## config.mk

```make
export PLATFORM = sky130hd
export DESIGN_NAME = p1305_ctrl
export DESIGN_NICKNAME = d
export VERILOG_FILES = /design/src/hw/rtl/p1305_pkg.sv /design/src/hw/rtl/p1305_ctrl.sv
export SDC_FILE = /design/constraint.sdc
export NUM_CORES = 1
export LEC_CHECK = 0
export BUFFER_PORTS_ARGS = -buffer_cell sky130_fd_sc_hd__buf_4
export CORE_AREA = 2 2 47 49
export DETAILED_ROUTE_END_ITERATION = 8
export DIE_AREA = 0 0 49 51
export GPL_ROUTABILITY_DRIVEN = 0
export PLACE_DENSITY_LB_ADDON = 0.25
export SLEW_MARGIN = 20
export SYNTH_ARGS = -nofsm -noshare
export SYNTH_HDL_FRONTEND = slang
export SYNTH_SLANG_ARGS = --single-unit
```

## constraint.sdc

```tcl
create_clock -name clk -period 1.7 [get_ports clk]
set_input_delay 0.17 -clock clk [delete_from_list [all_inputs] [get_ports clk]]
set_output_delay 0.17 -clock clk [all_outputs]
set_load 0.01 [all_outputs]
```

## src/hw/rtl/p1305_pkg.sv

```systemverilog
// Shared types and constants for the Poly1305 tag engine.
// No dependencies; used by the interfaces, controller, datapath and top level.
package p1305_pkg;

  localparam int DIGIT_W    = 32;  // multiplier operand width
  localparam int NUM_DIGITS = 5;   // 32-bit digits of the 131-bit sum acc + block
  localparam int R_WORDS    = 4;   // 32-bit words of clamped r
  localparam int CFG_IDX_W  = 2;
  localparam int CFG_DATA_W = 64;
  localparam int CNT_W      = 5;
  localparam int STEP_W     = 3;

  localparam logic [63:0] CLAMP_LOW  = 64'h0FFF_FFFC_0FFF_FFFF;
  localparam logic [63:0] CLAMP_HIGH = 64'h0FFF_FFFC_0FFF_FFFC;

  typedef enum logic [CFG_IDX_W-1:0] {
    CFG_R_LOW  = 2'd0,
    CFG_R_HIGH = 2'd1,
    CFG_S_LOW  = 2'd2,
    CFG_S_HIGH = 2'd3
  } cfg_idx_t;

  // Controller to datapath commands
  typedef struct packed {
    logic load_in;   // capture padded block and last flag
    logic load_a;    // form acc + block, clear partial sum
    logic mul_en;    // issue one digit x r multiply
    logic acc_en;    // add registered partial products into running product
    logic fold1;     // first fold of the product mod 2^130-5
    logic fold2;     // second fold
    logic final_en;  // conditional subtract of p, write accumulator
    logic tag_en;    // form tag, clear accumulator
  } cmd_t;

  // Datapath to controller status
  typedef struct packed {
    logic last;
  } status_t;

endpackage

```

## src/hw/rtl/p1305_ctrl.sv

```systemverilog
// Controller of the Poly1305 tag engine: sequencing state machine,
// multiply step counter and output valid. Uses p1305_pkg.
module p1305_ctrl (
  input  logic               clk,
  input  logic               rst_n,
  input  logic               in_valid,
  output logic               in_ready,
  output logic               out_valid,
  input  logic               out_ready,
  input  p1305_pkg::status_t status,
  output p1305_pkg::cmd_t    cmd
);

  typedef enum logic [6:0] {
    S_IDLE  = 7'b0000001,
    S_LOAD  = 7'b0000010,
    S_MUL   = 7'b0000100,
    S_FOLD1 = 7'b0001000,
    S_FOLD2 = 7'b0010000,
    S_FINAL = 7'b0100000,
    S_TAG   = 7'b1000000
  } state_t;

  localparam logic [p1305_pkg::STEP_W-1:0] STEP_LAST = p1305_pkg::STEP_W'(p1305_pkg::NUM_DIGITS);

  state_t                        state_r, state_nxt;
  logic [p1305_pkg::STEP_W-1:0]  step_r, step_nxt;
  logic                          out_valid_r, out_valid_nxt;

  assign in_ready = (state_r == S_IDLE);

  always_comb begin
    state_nxt = state_r;
    step_nxt  = step_r;
    cmd       = '0;
    unique case (state_r)
      S_IDLE: begin
        if (in_valid) begin
          cmd.load_in = 1'b1;
          state_nxt   = S_LOAD;
        end
      end
      S_LOAD: begin
        cmd.load_a = 1'b1;
        step_nxt   = '0;
        state_nxt  = S_MUL;
      end
      S_MUL: begin
        // products land in the cycle after issue
        cmd.mul_en = (step_r < STEP_LAST);
        cmd.acc_en = (step_r != '0);
        step_nxt   = step_r + 1'b1;
        if (step_r == STEP_LAST) begin
          state_nxt = S_FOLD1;
        end
      end
      S_FOLD1: begin
        cmd.fold1 = 1'b1;
        state_nxt = S_FOLD2;
      end
      S_FOLD2: begin
        cmd.fold2 = 1'b1;
        state_nxt = S_FINAL;
      end
      S_FINAL: begin
        cmd.final_en = 1'b1;
        state_nxt    = status.last ? S_TAG : S_IDLE;
      end
      S_TAG: begin
        if (!out_valid_r || out_ready) begin
          cmd.tag_en = 1'b1;
          state_nxt  = S_IDLE;
        end
      end
      default: state_nxt = S_IDLE;
    endcase
  end

  always_comb begin
    out_valid_nxt = out_valid_r;
    if (cmd.tag_en) begin
      out_valid_nxt = 1'b1;
    end else if (out_ready) begin
      out_valid_nxt = 1'b0;
    end
  end

  always_ff @(posedge clk) begin
    if (!rst_n) begin
      state_r     <= S_IDLE;
      step_r      <= '0;
      out_valid_r <= 1'b0;
    end else begin
      state_r     <= state_nxt;
      step_r      <= step_nxt;
      out_valid_r <= out_valid_nxt;
    end
  end

  assign out_valid = out_valid_r;

`ifndef NO_ASSERTIONS
  a_accept_starts: assert property (@(posedge clk) disable iff (!rst_n)
    (in_valid && in_ready) |=> (state_r == S_LOAD))
    else $error("accepted request did not start processing");
  a_tag_no_overwrite: assert property (@(posedge clk) disable iff (!rst_n)
    cmd.tag_en |-> (!out_valid_r || out_ready))
    else $error("tag loaded over an untaken result");
  a_step_bound: assert property (@(posedge clk) disable iff (!rst_n)
    (state_r == S_MUL) |-> (step_r <= STEP_LAST))
    else $error("multiply step counter overran");
  a_acc_follows_mul: assert property (@(posedge clk) disable iff (!rst_n)
    cmd.acc_en |-> $past(cmd.mul_en))
    else $error("partial sum taken without a product issued");
`endif

endmodule

```

==> impl_summary.log <==
[metrics] outcome: finished clean
[metrics] placed instance area: 861 um2
[metrics] actual slew at the worst max-slew pin: just over 300 ps
[metrics] total global-route track usage: roughly 14%
[metrics] number of buffer and inverter instances along the worst setup path: 1
[metrics] number of violations of the max-capacitance limit: 0
[metrics] Worst Reg2Reg Path Length in Cells: 5
[metrics] Startpoint Class: register
[metrics] horizontal extent of the die: 49 um
[metrics] Post-synth top cells: 11 x sky130_fd_sc_hd__dfxtp_1, 6 x sky130_fd_sc_hd__inv_1, 6 x sky130_fd_sc_hd__nand2_1
[metrics] EDFF count, synth: 0
[metrics] tightest slew margin relative to the limit: between 70% and 80%
[metrics] area of all placed cells without fillers: 998 um2
[metrics] Total Die Area: 2500 um2
[metrics] leakage power: 0.428 nW
[metrics] worst min-delay path category: primary input to register
[metrics] required time of the critical path: 1530 ps
[metrics] biggest cell delay along the critical path: between 300 and 400 ps
[metrics] overflow left after global routing: 0
[metrics] Rows: 17
[metrics] share of cells above drive strength 1: between 40 and 50%
[metrics] Via-to-Cell Ratio: 5.05
[metrics] core region area: 2060 um2
[metrics] share of total power in combinational logic: ~34%
[metrics] total number of H-tree levels: 1
[metrics] maximum number of pins on one net before global-route repair: 11
[metrics] Boundary Pins: 15
[metrics] via count: between 600 and 700
[metrics] Pwr per Cell Area: 753 nW/um2
[metrics] Critical Path Sink Type: output port
[metrics] non-filler instance count after layout: 132
[metrics] synthesis-stage register bit count: 11
[metrics] Clock Skews: 1.33 ps
[metrics] post-route fraction of the period consumed by the critical path: a little over nine tenths
[metrics] mean post-synth cell area: 9.28 um2
[metrics] leading post-synthesis cells by cell area: sky130_fd_sc_hd__dfxtp_1 29%, sky130_fd_sc_hd__ha_1 5.0%, sky130_fd_sc_hd__nor3_4 4.3%
[metrics] flop2flop setup slack: 240 ps
[metrics] share of power burned in registers: 41.0%
[metrics] DR pass1 iterations: 4
[metrics] Internal Pwr Total: 513 uW
[metrics] HPWL Detailed: approximately 1100 um
[metrics] worst hold path startpoint: in_valid
[metrics] commonest register cell after synthesis: sky130_fd_sc_hd__dfxtp_1
[metrics] share of flip-flops with an asynchronous set or reset: 0%
[metrics] final routed wirelength across all metal layers: 1580 um
[metrics] combined area of all synthesized cells: 752 um2
[metrics] synthesized netlist net count: 89
[metrics] CP Launch Point: state_r[1]
[metrics] number of diodes added for antenna fixing: 0
[metrics] worst-path fanout max: 7
[metrics] FF-to-FF Start: state_r[0]
[metrics] cell taking the most area after synthesis: sky130_fd_sc_hd__dfxtp_1
[metrics] Final Critical Period: about 1600 ps
[metrics] highest attainable clock frequency: 608 MHz
[metrics] number of global-route vias before repair: 589
[metrics] clock latency of the later-clocked register in the worst-skew pair: 280 ps
[metrics] Crit Reg-Reg Endpoint: step_r[1]
[metrics] number of synthesis warnings: 0
[metrics] largest vdd supply drop: 0.000318 V
[metrics] Total Negative Setup Slacks: 0 ps
[metrics] CTS sink cnt: 11
[metrics] critical path arrival: 1480 ps
[metrics] switching power as a share of total power: 31.7%
[metrics] sequence of cells on the critical path: nor3_4 -> nand2_1 -> nor3b_2 -> nor2b_2 -> buf_4
[metrics] Setup Crit Path Kind: register to output port
[metrics] fraction of synthesized cell area taken by the top area cell type: a little under 30%
[metrics] net switching power figure: 238 uW
[metrics] Setup-failing EPs final: 0
[metrics] total power consumption of the routed design: 751 uW
[metrics] dominant cell by count in the synthesized netlist: sky130_fd_sc_hd__dfxtp_1
[metrics] number of distinct library cells after synthesis: 39
[metrics] first-pass GRT wire length: 2620 um
[metrics] part of the Yosys area used for sequential elements: a little under 30%
[metrics] number of nets at the end of the flow: 113
[metrics] terminating pin of the worst hold path: state_r[0]
[metrics] starting utilization of the core area: approximately 36%
[metrics] hold path cells: 2
[metrics] count of mapped cells out of synthesis: 81
[metrics] final design utilization: 48.4%
[metrics] vertical extent of the die: 51 um
[metrics] DRC violation count after routing: 0
[metrics] ANT nets after route: 0
[metrics] unrepaired setup endpoints after global routing: true
[metrics] Placed Cells: approximately 120
[metrics] Critical-path top delay cell: sky130_fd_sc_hd__dfxtp_4
[metrics] initial DRC count: 9
[metrics] maximum clock path buffer count: 2
[metrics] share of total power in the clock network: about a quarter
[metrics] master cell of the clock root buffer: sky130_fd_sc_hd__clkbuf_4
[metrics] number of hold-slack violations in the final timing report: 0
[metrics] count of buffers inserted at the top-level ports: 14
[metrics] final max-slew violation count: 0
[metrics] initial antenna violation count: 0
[metrics] number of CTS-inserted buffers: 3
[metrics] Largest delay share family, worst path: simple AND/OR/NAND/NOR gates
[metrics] WL/cell: 12.0 um
[metrics] clock transition at the registers of the reported paths: 70 ps
[metrics] clock tree from TritonCTS: yes
[metrics] growth of design area from synthesis to finish: 32.8%
[layer usage]
metal / vias up / routed length, um / GRT usage (%)
li1: 337 / - / -
met1: 305 / 710 / 17.4
met2: 19 / 742 / 21.9
met3: 5 / 89 / 2.92
met4: 0 / 36 / 10.0
met5: - / 0 / 0
[worst reg2reg max path: cells and delay by family, from the launching register on]
family                 cells  cell delay, ps
AND/OR/NAND/NOR            3             630
flip-flops                 1             400
buffers and inverters      1             170
AO/OA/AOI/OAI              1             170
[worst max-delay path by stage]
| stage | to | depth (start not counted) |
|---|---|---|
| 3_5_place_dp | state_r[2] | 4 |
| 5_1_grt | cmd[0] | 5 |
| 2_1_floorplan | cmd[0] | 6 |
| 3_3_place_gp | state_r[2] | 4 |
| 6_report | cmd[0] | 5 |
| 4_1_cts | cmd[4] | 4 |
[kinds of logic after synthesis]
logic type | after synthesis | share of synthesized area (%)
XOR/XNOR | 2 | 2.33
AO/OA/AOI/OAI | 17 | 15.1
buffers and inverters | 11 | 8.15
flip-flops | 11 | 29.3
adder cells (fa/ha/maj) | 3 | 4.99
AND/OR/NAND/NOR | 37 | 40.1
[placed cells by master (no fill, tap or decap), types with 2 or more instances in the layout]
cell and count:
sky130_fd_sc_hd__nand4_1 2, sky130_fd_sc_hd__a21oi_1 4, sky130_fd_sc_hd__nand4b_1 2, sky130_fd_sc_hd__o21ai_0 3
sky130_fd_sc_hd__dfxtp_2 3, sky130_fd_sc_hd__nor2_1 3, sky130_fd_sc_hd__xor2_1 2, sky130_fd_sc_hd__nand2_1 6
sky130_fd_sc_hd__o21a_1 2, sky130_fd_sc_hd__nor3b_2 2, sky130_fd_sc_hd__dfxtp_1 5, sky130_fd_sc_hd__buf_4 23
sky130_fd_sc_hd__and3_1 2, sky130_fd_sc_hd__nor3_1 2, sky130_fd_sc_hd__ha_1 3, sky130_fd_sc_hd__clkbuf_4 3
sky130_fd_sc_hd__o211ai_1 2, sky130_fd_sc_hd__nor3_4 2, sky130_fd_sc_hd__inv_1 5, sky130_fd_sc_hd__dfxtp_4 3
[registers in the layout (all words and copies together) (netlist names)]
name	count
out_valid	1
state_r	7
step_r	3
[cell type report]
type | instances | area, um2
flip-flops and latches | 11 | 235
clock buffers | 4 | 26.3
repair buffers | 24 | 184
well taps | 28 | 35.0
multi-input cells | 59 | 495
inverters | 6 | 22.5
fillers | 209 | 1060
[through the flow]
step	hold slack [ps]	setup slack (ps)
after detailed placement	440	159
final	140	54.1
after global placement	446	138
after global routing	132	-72.6
after CTS	138	5.99
after floorplan	332	319
[power groups by stage]
| stage | registers (mW) | clock network, mW | logic, mW |
|---|---|---|---|
| 6_report | 0.308 | 0.186 | 0.257 |
| 5_1_grt | 0.311 | 0.210 | 0.280 |
| 4_1_cts | 0.309 | 0.196 | 0.188 |
| 3_5_place_dp | 0.312 | 0 | 0.184 |
| 3_3_place_gp | 0.311 | 0 | 0.184 |
| 2_1_floorplan | 0.282 | 0 | 0.177 |
[repair_timing]
action / CTS / global route
setup buffers: 1 / 8
cloned: 0 / 0
endpoints found under the setup margin: 7 / 7
hold buffers: 0 / 0
endpoints found under the hold margin: 0 / 0
pin swaps: 2 / 5
resized for setup: 5 / 12
Power figures use the tool's default switching activity.
